`config.mk`:
```
export PLATFORM = sky130hd
export DESIGN_NAME = trapezoid_motion_profile_top
export DESIGN_NICKNAME = d
export VERILOG_FILES = /design/src/design/trap_pkg.sv /design/src/design/trap_div.sv /design/src/design/trap_ctrl.sv /design/src/design/trap_dp.sv /design/src/design/trapezoid_motion_profile_top.sv
export SDC_FILE = /design/constraint.sdc
export NUM_CORES = 2
export LEC_CHECK = 0
export BUFFER_PORTS_ARGS = -buffer_cell sky130_fd_sc_hd__buf_4
export CAP_MARGIN = 10
export CORE_MARGIN = 2
export CORE_UTILIZATION = 45
export DETAILED_ROUTE_END_ITERATION = 10
export SYNTH_ARGS = -nofsm -noshare
export SYNTH_HDL_FRONTEND = slang
export SYNTH_HIERARCHICAL = 1
export SYNTH_SLANG_ARGS = --single-unit
```
`constraint.sdc`:
```
create_clock -name clk -period 11.61 [get_ports clk]
set_input_delay 0.5805 -clock clk [delete_from_list [all_inputs] [get_ports clk]]
set_output_delay 0.5805 -clock clk [all_outputs]
set_load 0.03 [all_outputs]
```
`src/design/trap_pkg.sv`:
```
// ----------------------------------------------------------------------------
// trap_pkg
// Shared types, constants and helpers for the trapezoidal profile generator.
// ----------------------------------------------------------------------------
package trap_pkg;

  localparam int POS_W  = 32;
  localparam int FRAC_W = 16;
  localparam int TICKS  = 1000;
  localparam int ACC_W  = 31;
  localparam int DLY_W  = 10;
  localparam int SPD_W  = 31;
  localparam int DVD_W  = 64;
  localparam int DVS_W  = 33;
  localparam int CNT_W  = 6;

  localparam logic [31:0]      SPEED_RESET = 32'(100 << FRAC_W);
  localparam logic [31:0]      ACCEL_RESET = 32'(50 << FRAC_W);
  localparam logic [ACC_W-1:0] ACC_CFG_RESET = 31'd3276800;
  localparam logic [DLY_W-1:0] DLY_CFG_RESET = 10'd500;
  localparam logic [32:0]      HALF_TICK = 33'(TICKS / 2);
  localparam logic             KIND_GOTO = 1'b1;

  // n / TICKS = (n >> 3) / (TICKS / 8), the odd part by reciprocal multiply
  localparam int               RECIP_SH   = 37;
  localparam longint           TICK_ODD   = TICKS / 8;
  localparam logic [30:0]      TICK_RECIP = 31'(((64'd1 << RECIP_SH) + TICK_ODD - 1) / TICK_ODD);

  localparam logic signed [33:0] S32_MAX = 34'sd2147483647;
  localparam logic signed [33:0] S32_MIN = -34'sd2147483648;

  typedef enum logic [2:0] {
    MODE_IDLE = 3'd0,
    MODE_REQ  = 3'd1,
    MODE_ACC  = 3'd2,
    MODE_BRK  = 3'd3,
    MODE_DONE = 3'd4
  } mode_t;

  typedef enum logic [0:0] {
    CFG_ACCEL = 1'b0,
    CFG_DELAY = 1'b1
  } cfg_idx_t;

  typedef enum logic [3:0] {
    OP_NONE, OP_LOAD, OP_GOTO, OP_SIMPLE, OP_DIV_A, OP_VEL, OP_DIV_V,
    OP_POS, OP_MUL, OP_DIV_D, OP_DECIDE, OP_OUT
  } op_t;

  typedef enum logic [3:0] {
    C_IDLE, C_DISP, C_WAIT_A, C_VEL, C_DIVV, C_WAIT_V, C_POS, C_MUL,
    C_DIVD, C_WAIT_D, C_DECIDE, C_OUT
  } ctrl_state_t;

  typedef struct packed {
    op_t op;
  } cmd_t;

  typedef struct packed {
    logic  kind;
    mode_t mode;
    logic  out_full;
    logic  div_done;
  } status_t;

  function automatic logic signed [31:0] sat32(input logic signed [33:0] x);
    logic signed [31:0] r;
    if (x > S32_MAX) r = 32'sh7FFF_FFFF;
    else if (x < S32_MIN) r = 32'sh8000_0000;
    else r = x[31:0];
    return r;
  endfunction

endpackage

```
`src/design/trap_div.sv`:
```
// ----------------------------------------------------------------------------
// trap_div
// Restoring unsigned divider, one quotient bit per cycle.
// ----------------------------------------------------------------------------
module trap_div (
  input  logic                          clk,
  input  logic                          rst,
  input  logic                          start,
  input  logic [trap_pkg::DVD_W-1:0]    dividend,
  input  logic [trap_pkg::DVS_W-1:0]    divisor,
  output logic                          done,
  output logic [trap_pkg::DVD_W-1:0]    quotient
);

  logic [trap_pkg::DVS_W-1:0] rem;
  logic [trap_pkg::DVD_W-1:0] dq;
  logic [trap_pkg::CNT_W-1:0] count;
  logic                       busy;
  logic [trap_pkg::DVS_W:0]   trial;
  logic                       take;

  assign trial    = {rem, dq[trap_pkg::DVD_W-1]};
  assign take     = trial >= {1'b0, divisor};
  assign quotient = dq;

  always_ff @(posedge clk) begin
    if (rst) begin
      busy  <= 1'b0;
      done  <= 1'b0;
      count <= '0;
    end else begin
      done <= 1'b0;
      if (start) begin
        busy  <= 1'b1;
        count <= '0;
      end else if (busy) begin
        count <= count + 1'b1;
        if (count == '1) begin
          busy <= 1'b0;
          done <= 1'b1;
        end
      end
    end
  end

  always_ff @(posedge clk) begin
    if (start) begin
      rem <= '0;
      dq  <= dividend;
    end else if (busy) begin
      rem <= take ? trap_pkg::DVS_W'(trial - {1'b0, divisor}) : trial[trap_pkg::DVS_W-1:0];
      dq  <= {dq[trap_pkg::DVD_W-2:0], take};
    end
  end

endmodule

```
`src/design/trap_ctrl.sv`:
```
// ----------------------------------------------------------------------------
// trap_ctrl
// Sequencer: steps each item through the datapath operations.
// ----------------------------------------------------------------------------
module trap_ctrl (
  input  logic              clk,
  input  logic              rst,
  input  logic              in_valid,
  output logic              in_ready,
  input  trap_pkg::status_t stat,
  output trap_pkg::cmd_t    cmd
);

  trap_pkg::ctrl_state_t state, state_next;

  always_ff @(posedge clk) begin
    if (rst) state <= trap_pkg::C_IDLE;
    else     state <= state_next;
  end

  always_comb begin
    state_next = state;
    cmd.op     = trap_pkg::OP_NONE;
    in_ready   = 1'b0;
    case (state)
      trap_pkg::C_IDLE: begin
        in_ready = 1'b1;
        if (in_valid) begin
          cmd.op     = trap_pkg::OP_LOAD;
          state_next = trap_pkg::C_DISP;
        end
      end
      trap_pkg::C_DISP: begin
        if (stat.kind == trap_pkg::KIND_GOTO) begin
          cmd.op     = trap_pkg::OP_GOTO;
          state_next = trap_pkg::C_OUT;
        end else if (stat.mode == trap_pkg::MODE_ACC || stat.mode == trap_pkg::MODE_BRK) begin
          cmd.op     = trap_pkg::OP_DIV_A;
          state_next = trap_pkg::C_WAIT_A;
        end else begin
          cmd.op     = trap_pkg::OP_SIMPLE;
          state_next = trap_pkg::C_OUT;
        end
      end
      // reciprocal product registers here
      trap_pkg::C_WAIT_A: state_next = trap_pkg::C_VEL;
      trap_pkg::C_VEL: begin
        cmd.op     = trap_pkg::OP_VEL;
        state_next = trap_pkg::C_DIVV;
      end
      trap_pkg::C_DIVV: begin
        cmd.op     = trap_pkg::OP_DIV_V;
        state_next = trap_pkg::C_WAIT_V;
      end
      trap_pkg::C_WAIT_V: state_next = trap_pkg::C_POS;
      trap_pkg::C_POS: begin
        cmd.op     = trap_pkg::OP_POS;
        state_next = (stat.mode == trap_pkg::MODE_ACC) ? trap_pkg::C_MUL : trap_pkg::C_DECIDE;
      end
      trap_pkg::C_MUL: begin
        cmd.op     = trap_pkg::OP_MUL;
        state_next = trap_pkg::C_DIVD;
      end
      trap_pkg::C_DIVD: begin
        cmd.op     = trap_pkg::OP_DIV_D;
        state_next = trap_pkg::C_WAIT_D;
      end
      trap_pkg::C_WAIT_D: if (stat.div_done) state_next = trap_pkg::C_DECIDE;
      trap_pkg::C_DECIDE: begin
        cmd.op     = trap_pkg::OP_DECIDE;
        state_next = trap_pkg::C_OUT;
      end
      trap_pkg::C_OUT: begin
        if (!stat.out_full) begin
          cmd.op     = trap_pkg::OP_OUT;
          state_next = trap_pkg::C_IDLE;
        end
      end
      default: state_next = trap_pkg::C_IDLE;
    endcase
  end

endmodule

```
`src/design/trap_dp.sv`:
```
// ----------------------------------------------------------------------------
// trap_dp
// Datapath: profile state, config registers, divider, output register.
// ----------------------------------------------------------------------------
module trap_dp (
  input  logic                            clk,
  input  logic                            rst,
  input  logic                            cfg_we,
  input  logic                            cfg_index,
  input  logic [trap_pkg::ACC_W-1:0]      cfg_data,
  input  logic                            kind,
  input  logic signed [trap_pkg::POS_W-1:0] target_position,
  input  logic [trap_pkg::SPD_W-1:0]      target_speed,
  input  logic signed [trap_pkg::POS_W-1:0] measured_position,
  input  logic                            out_ready,
  output logic                            out_valid,
  output logic signed [trap_pkg::POS_W-1:0] commanded_position,
  output logic [2:0]                      mode,
  output logic                            at_speed,
  output logic signed [31:0]              profile_speed,
  input  trap_pkg::cmd_t                  cmd,
  output trap_pkg::status_t               stat
);

  logic [trap_pkg::ACC_W-1:0] acceleration;
  logic [trap_pkg::DLY_W-1:0] start_delay;

  trap_pkg::mode_t            mode_reg;
  logic signed [31:0]         target_reg, speed_limit, accel_s, velocity, setpoint;
  logic [trap_pkg::SPD_W-1:0] nominal;
  logic [trap_pkg::DLY_W-1:0] delay_count;
  logic                       forward, speed_reached;

  logic                       in_kind;
  logic signed [31:0]         in_tpos, in_meas;
  logic [trap_pkg::SPD_W-1:0] in_tspd;

  logic                       q_neg;
  logic [63:0]                prod;

  logic                       div_start, div_done;
  logic [trap_pkg::DVD_W-1:0] dividend, quotient;
  logic [trap_pkg::DVS_W-1:0] divisor;

  logic [31:0]        tick_src;
  logic [32:0]        tick_sum;
  logic [29:0]        tick_num;
  logic [60:0]        tick_prod;
  logic [23:0]        tick_q;

  logic [31:0]        vel_mag, acc_mag, lim_mag, vs_mag, a_eff;
  logic signed [33:0] pt, vsum;
  logic signed [31:0] vs, pos_new;
  logic signed [32:0] rem;
  logic signed [65:0] rem_x, dist_x;
  logic               brake_now, fwd_req;

  assign vel_mag = velocity[31] ? 32'(-velocity) : velocity;
  assign acc_mag = accel_s[31] ? 32'(-accel_s) : accel_s;
  assign lim_mag = speed_limit[31] ? 32'(-speed_limit) : speed_limit;
  assign a_eff   = (acceleration == '0) ? 32'd1 : {1'b0, acceleration};
  assign fwd_req = target_reg >= in_meas;

  // per-tick share, rounded half away from zero: (|x| + 500) / 1000
  assign tick_src  = (cmd.op == trap_pkg::OP_DIV_V) ? vel_mag : acc_mag;
  assign tick_sum  = {1'b0, tick_src} + trap_pkg::HALF_TICK;
  assign tick_prod = tick_num * trap_pkg::TICK_RECIP;

  // per-tick increment, sign restored
  assign pt = q_neg ? -$signed({10'b0, tick_q}) : $signed({10'b0, tick_q});

  assign vsum = (mode_reg == trap_pkg::MODE_BRK)
              ? ({{2{velocity[31]}}, velocity} - pt)
              : ({{2{velocity[31]}}, velocity} + pt);
  assign vs      = trap_pkg::sat32(vsum);
  assign vs_mag  = vs[31] ? 32'(-vs) : vs;
  assign pos_new = trap_pkg::sat32({{2{setpoint[31]}}, setpoint} + pt);

  assign rem       = {target_reg[31], target_reg} - {setpoint[31], setpoint};
  assign rem_x     = {{33{rem[32]}}, rem};
  assign dist_x    = {2'b00, quotient};
  assign brake_now = forward ? (rem_x < dist_x) : (rem_x > -dist_x);

  // braking distance v^2 / (2a) on the serial divider
  assign div_start = (cmd.op == trap_pkg::OP_DIV_D);
  assign dividend  = prod;
  assign divisor   = {acc_mag, 1'b0};

  trap_div u_div (
    .clk      (clk),
    .rst      (rst),
    .start    (div_start),
    .dividend (dividend),
    .divisor  (divisor),
    .done     (div_done),
    .quotient (quotient)
  );

  always_ff @(posedge clk) begin
    if (rst) begin
      acceleration <= trap_pkg::ACC_CFG_RESET;
      start_delay  <= trap_pkg::DLY_CFG_RESET;
    end else if (cfg_we) begin
      if (cfg_index == trap_pkg::CFG_ACCEL) acceleration <= cfg_data;
      else start_delay <= cfg_data[trap_pkg::DLY_W-1:0];
    end
  end

  always_ff @(posedge clk) begin
    if (rst) begin
      mode_reg      <= trap_pkg::MODE_IDLE;
      target_reg    <= '0;
      nominal       <= trap_pkg::SPD_W'(trap_pkg::SPEED_RESET);
      speed_limit   <= trap_pkg::SPEED_RESET;
      accel_s       <= trap_pkg::ACCEL_RESET;
      velocity      <= '0;
      setpoint      <= '0;
      delay_count   <= '0;
      forward       <= 1'b0;
      speed_reached <= 1'b0;
      out_valid     <= 1'b0;
    end else begin
      out_valid <= (cmd.op == trap_pkg::OP_OUT) || (out_valid && !out_ready);
      case (cmd.op)
        trap_pkg::OP_GOTO: begin
          target_reg <= in_tpos;
          nominal    <= in_tspd;
          if (mode_reg == trap_pkg::MODE_IDLE) begin
            if (delay_count == '0) delay_count <= start_delay;
            mode_reg <= trap_pkg::MODE_REQ;
          end
        end
        trap_pkg::OP_SIMPLE: begin
          case (mode_reg)
            trap_pkg::MODE_IDLE: speed_reached <= 1'b0;
            trap_pkg::MODE_REQ: begin
              forward     <= fwd_req;
              accel_s     <= fwd_req ? a_eff : 32'(-a_eff);
              speed_limit <= fwd_req ? {1'b0, nominal} : -$signed({1'b0, nominal});
              if (delay_count != '0) begin
                delay_count <= delay_count - 1'b1;
              end else begin
                velocity <= '0;
                mode_reg <= trap_pkg::MODE_ACC;
              end
            end
            default: begin
              setpoint <= target_reg;
              mode_reg <= trap_pkg::MODE_IDLE;
            end
          endcase
        end
        trap_pkg::OP_VEL: begin
          if (mode_reg == trap_pkg::MODE_ACC && vs_mag > lim_mag) begin
            speed_reached <= 1'b1;
            velocity      <= speed_limit;
          end else begin
            velocity <= vs;
          end
        end
        trap_pkg::OP_POS: setpoint <= pos_new;
        trap_pkg::OP_DECIDE: begin
          if (mode_reg == trap_pkg::MODE_ACC) begin
            if (brake_now) mode_reg <= trap_pkg::MODE_BRK;
          end else begin
            speed_reached <= 1'b0;
            if (forward ? (velocity <= 0) : (velocity >= 0)) mode_reg <= trap_pkg::MODE_DONE;
          end
        end
        default: ;
      endcase
    end
  end

  always_ff @(posedge clk) begin
    tick_q <= tick_prod[60:trap_pkg::RECIP_SH];
    case (cmd.op)
      trap_pkg::OP_LOAD: begin
        in_kind <= kind;
        in_tpos <= target_position;
        in_tspd <= target_speed;
        in_meas <= measured_position;
      end
      trap_pkg::OP_DIV_A: begin
        q_neg    <= accel_s[31];
        tick_num <= tick_sum[32:3];
      end
      trap_pkg::OP_DIV_V: begin
        q_neg    <= velocity[31];
        tick_num <= tick_sum[32:3];
      end
      trap_pkg::OP_MUL:   prod  <= vel_mag * vel_mag;
      trap_pkg::OP_OUT: begin
        commanded_position <= setpoint;
        mode               <= mode_reg;
        at_speed           <= speed_reached;
        profile_speed      <= velocity;
      end
      default: ;
    endcase
  end

  assign stat.kind     = in_kind;
  assign stat.mode     = mode_reg;
  assign stat.out_full = out_valid && !out_ready;
  assign stat.div_done = div_done;

endmodule

```
`src/design/trapezoid_motion_profile_top.sv`:
```
// ----------------------------------------------------------------------------
// trapezoid_motion_profile_top
// Trapezoidal move generator, Q16.16, one result item per input item.
// ----------------------------------------------------------------------------
//   channel  handshake             payload
//   cfg      cfg_we                cfg_index, cfg_data
//   in       in_valid / in_ready   kind, target_position, target_speed,
//                                  measured_position
//   out      out_valid / out_ready commanded_position, mode, at_speed,
//                                  profile_speed
//
// A goto and an idle/requested/reached tick go straight from dispatch to
// output; a braking tick first steps the velocity and the position by their
// per-tick shares, and an accelerating tick also runs the braking-distance
// divide on the serial divider. Each per-tick share is a reciprocal multiply.
// One item is in flight at a time; the output register lets the next item
// enter while a result waits. Synchronous reset restores ctrl, cfg, profile.
// ----------------------------------------------------------------------------
module trapezoid_motion_profile_top (
  input  logic                              clk,
  input  logic                              rst,
  input  logic                              cfg_we,
  input  logic                              cfg_index,
  input  logic [trap_pkg::ACC_W-1:0]        cfg_data,
  input  logic                              in_valid,
  output logic                              in_ready,
  input  logic                              kind,
  input  logic signed [trap_pkg::POS_W-1:0] target_position,
  input  logic [trap_pkg::SPD_W-1:0]        target_speed,
  input  logic signed [trap_pkg::POS_W-1:0] measured_position,
  output logic                              out_valid,
  input  logic                              out_ready,
  output logic signed [trap_pkg::POS_W-1:0] commanded_position,
  output logic [2:0]                        mode,
  output logic                              at_speed,
  output logic signed [31:0]                profile_speed
);

  trap_pkg::cmd_t    cmd;
  trap_pkg::status_t stat;

  trap_ctrl u_ctrl (
    .clk      (clk),
    .rst      (rst),
    .in_valid (in_valid),
    .in_ready (in_ready),
    .stat     (stat),
    .cmd      (cmd)
  );

  trap_dp u_dp (
    .clk                (clk),
    .rst                (rst),
    .cfg_we             (cfg_we),
    .cfg_index          (cfg_index),
    .cfg_data           (cfg_data),
    .kind               (kind),
    .target_position    (target_position),
    .target_speed       (target_speed),
    .measured_position  (measured_position),
    .out_ready          (out_ready),
    .out_valid          (out_valid),
    .commanded_position (commanded_position),
    .mode               (mode),
    .at_speed           (at_speed),
    .profile_speed      (profile_speed),
    .cmd                (cmd),
    .stat               (stat)
  );

endmodule

```
==> results by group <==
Synth
  – Ys flop type: edfxtp_1
  – Warning count from the yosys run: 6
  – Seq/Total Area, Yosys: 0.195
  – Most area-consuming cells after synthesis: fa_1 26%, ha_1 15%, edfxtp_1 12%, dfxtp_1 7.7%, inv_1 7.4%
  – Post-synth EDFFs: ~320
  – #FFs+latches synth: 639
  – Synthesized area: 82300 um2
  – Synth top area share: 0.265
  – Yosys top cell by area: fa_1
  – Cells after Synth: 8879
  – Fraction of registers with async set/reset: 0
  – Yosys cell types: ~110
  – Average size of a mapped cell: 9.27 um2

GRT
  – Vias in the first global route: 66200
  – First-pass GRT wire length: 398 mm
  – Total GRT Usage: 0.282
  – Initial antenna violation count: 9
  – Pin count of the biggest net entering global routing: 89
  – Total grt overflow: 0

Clock network
  – CTS Buf Count: between 70 and 80
  – H-tree Lvls: 3
  – CTS clk-pin slew, worst paths: about 0.060 ns
  – Worst skew pair latency: approximately 0.67 ns
  – CTS tree: yes
  – CTS Sinks: 639
  – Hold-fix buffers, CTS: 0
  – Root buffer cell: clkbuf_16
  – Max clock buf depth: 3

Setup path
  – Most frequent CP cell: fa_1
  – WP buf/inv: 8
  – Worst-path fanout max: 8
  – CP top delay family: adder cells
  – WS Path Type: reg2reg
  – Crit path DAT: between 10 and 15 ns
  – Worst setup SP type: flip-flop
  – Worst endpoint required time: 12.02 ns
  – Crit-path slowest cell: or4_1
  – Worst Setup End Kind: flip-flop
  – CP peak stage delay: 0.61 ns

Die
  – Die Width: 432 um
  – I/O pins: between 200 and 250
  – Row cnt: ~160
  – Die span in y: 432 um
  – Core area: between 150000 and 200000 um2
  – Initial Util: 0.454
  – Area of the die: 186000 um2

Timing
  – Endpoints failing hold: 0
  – Slew Limit Headroom: 0.161
  – Setup violators final: 0
  – Max-slew violations: 0
  – Slew @ Worst Pin: 1.25 ns
  – Clk_skew: 0.0292 ns
  – Crit share post-route: 0.966
  – Final hold slack: ~0.086 ns
  – Final min period: between 10 and 15 ns
  – Fmax: slightly below 90 MHz

Routing
  – Final ANT Viol Nets: 0
  – Drt first pass iters: 6
  – Wire per inst: between 20 and 25 um
  – Total routed wirelength: 262 mm
  – DRC: 0
  – DRT iter0 DRCs: 5373
  – Vias per inst: 5.59
  – Via count: about 65000

Run
  – Max Cap Viol: 0

Layout
  – Largest register FFs: 64
  – Final net count: around 11000
  – Share of layout cells above drive strength 1: 0.0788
  – Most frequent cells in the layout: 1628 x inv_1, 1088 x fa_1, 966 x ha_1, 825 x nand2_1, 631 x nor2_1
  – Layout area overhead: 9.62%
  – Most common cell after layout, fill and taps aside: inv_1

Run status
  – Run status: finished clean

Placement
  – GPL Wtd Cong: 0.994
  – IO Port Bufs: 202
  – Detailed Place HPWL: approximately 210 mm

Min path
  – Worst Hold Class: in2reg
[cells by family (layout without fill, tap and decap cells)]
| family | after synthesis | after routing | synth area share |
|---|---|---|---|
| flip-flops | 639 | 639 | 0.195 |
| other | 2 | 33 | 0.0000912 |
| adder cells (fa/ha/maj) | 2054 | 2054 | 0.411 |
| AO/OA/AOI/OAI | 1530 | 1530 | 0.122 |
| buffers and inverters | 1923 | 2178 | 0.0887 |
| AND/OR/NAND/NOR | 2135 | 2135 | 0.117 |
| XOR/XNOR | 504 | 504 | 0.0539 |
| multiplexers | 92 | 92 | 0.0122 |
[routing by layer]
metal,GRT usage,wire [um],vias to the layer above
li1,-,-,29800
met1,0.368,108000,32200
met2,0.472,125000,2132
met3,0.0380,17000,425
met4,0.111,12100,0
met5,0,0,-
[final cells by class]
class                   instances  area [um2]
multi-input cells            6345       59500
repair buffers                409        3090
flip-flops and latches        639       16000
well taps                    2370        2970
diodes                          3        7.51
clock inverters                41         513
clock buffers                  93        2000
fillers                     17100       91100
inverters                    1635        6140
[per-stage QoR]
step	instance area (um2)	utilization	cells	TNS [ns]	setup slack (ns)
final	90200	0.498	11500	0	0.397
after global routing	90200	0.498	11500	-0.0726	-0.0388
after CTS	90100	0.497	11500	0	0.00997
after detailed placement	87600	0.483	11400	0	0.0933
after global placement	87600	0.483	11400	0	0.167
after floorplan	82400	-	8907	0	0.981
[Yosys cell counts (15+ instances only)]
library cell,instances
inv_1,1630
fa_1,1088
ha_1,966
nand2_1,826
nor2_1,637
a21oi_1,468
edfxtp_1,322
dfxtp_1,317
xnor2_1,284
o21ai_0,269
clkbuf_1,259
xor2_1,218
a21o_1,189
nand3_1,110
nor3_1,104
a211oi_1,87
nand4_1,74
mux2_2,67
o31ai_1,66
o21a_1,55
or3_1,49
nor2b_1,48
nor4_1,48
nand2b_1,46
a31oi_1,45
and3_1,37
o21bai_1,36
or4_1,36
a221oi_1,35
o41ai_1,32
o211ai_1,30
and2_1,28
mux2i_1,25
o31a_1,20
or2_2,18
a311oi_1,16
a311oi_2,15
nand3b_1,15
[what timing repair did]
action	4_1_cts	5_1_grt
resized for setup	0	17
setup endpoints to repair	0	29
setup buffers	0	10
[worst paths after layout]
kind	start	to	slack, ns	depth (start not counted)
min	measured_position[11]	u_dp/in_meas[11]	0.09	1
max	u_dp/velocity[6]	u_dp/dividend[63]	0.40	38
max reg2reg	u_dp/velocity[6]	u_dp/dividend[63]	0.40	38
min reg2reg	u_dp/target_reg[0]	u_dp/target_reg[0]	0.45	2
[worst register-to-register path: cells and delay by family, from the launching register on]
kind                       cells  cell delay (ns)
AOI/OAI and AO/OA             11             2.81
DFF                            1             0.31
buffers and inverters          8             1.06
adders and majority gates      9             4.26
xor gates and xnor gates       2             0.29
and+or+nand+nor                8             2.23
Power is not shown: default switching activity piles up to over one toggle a cycle in this logic, so the estimate is an artifact.
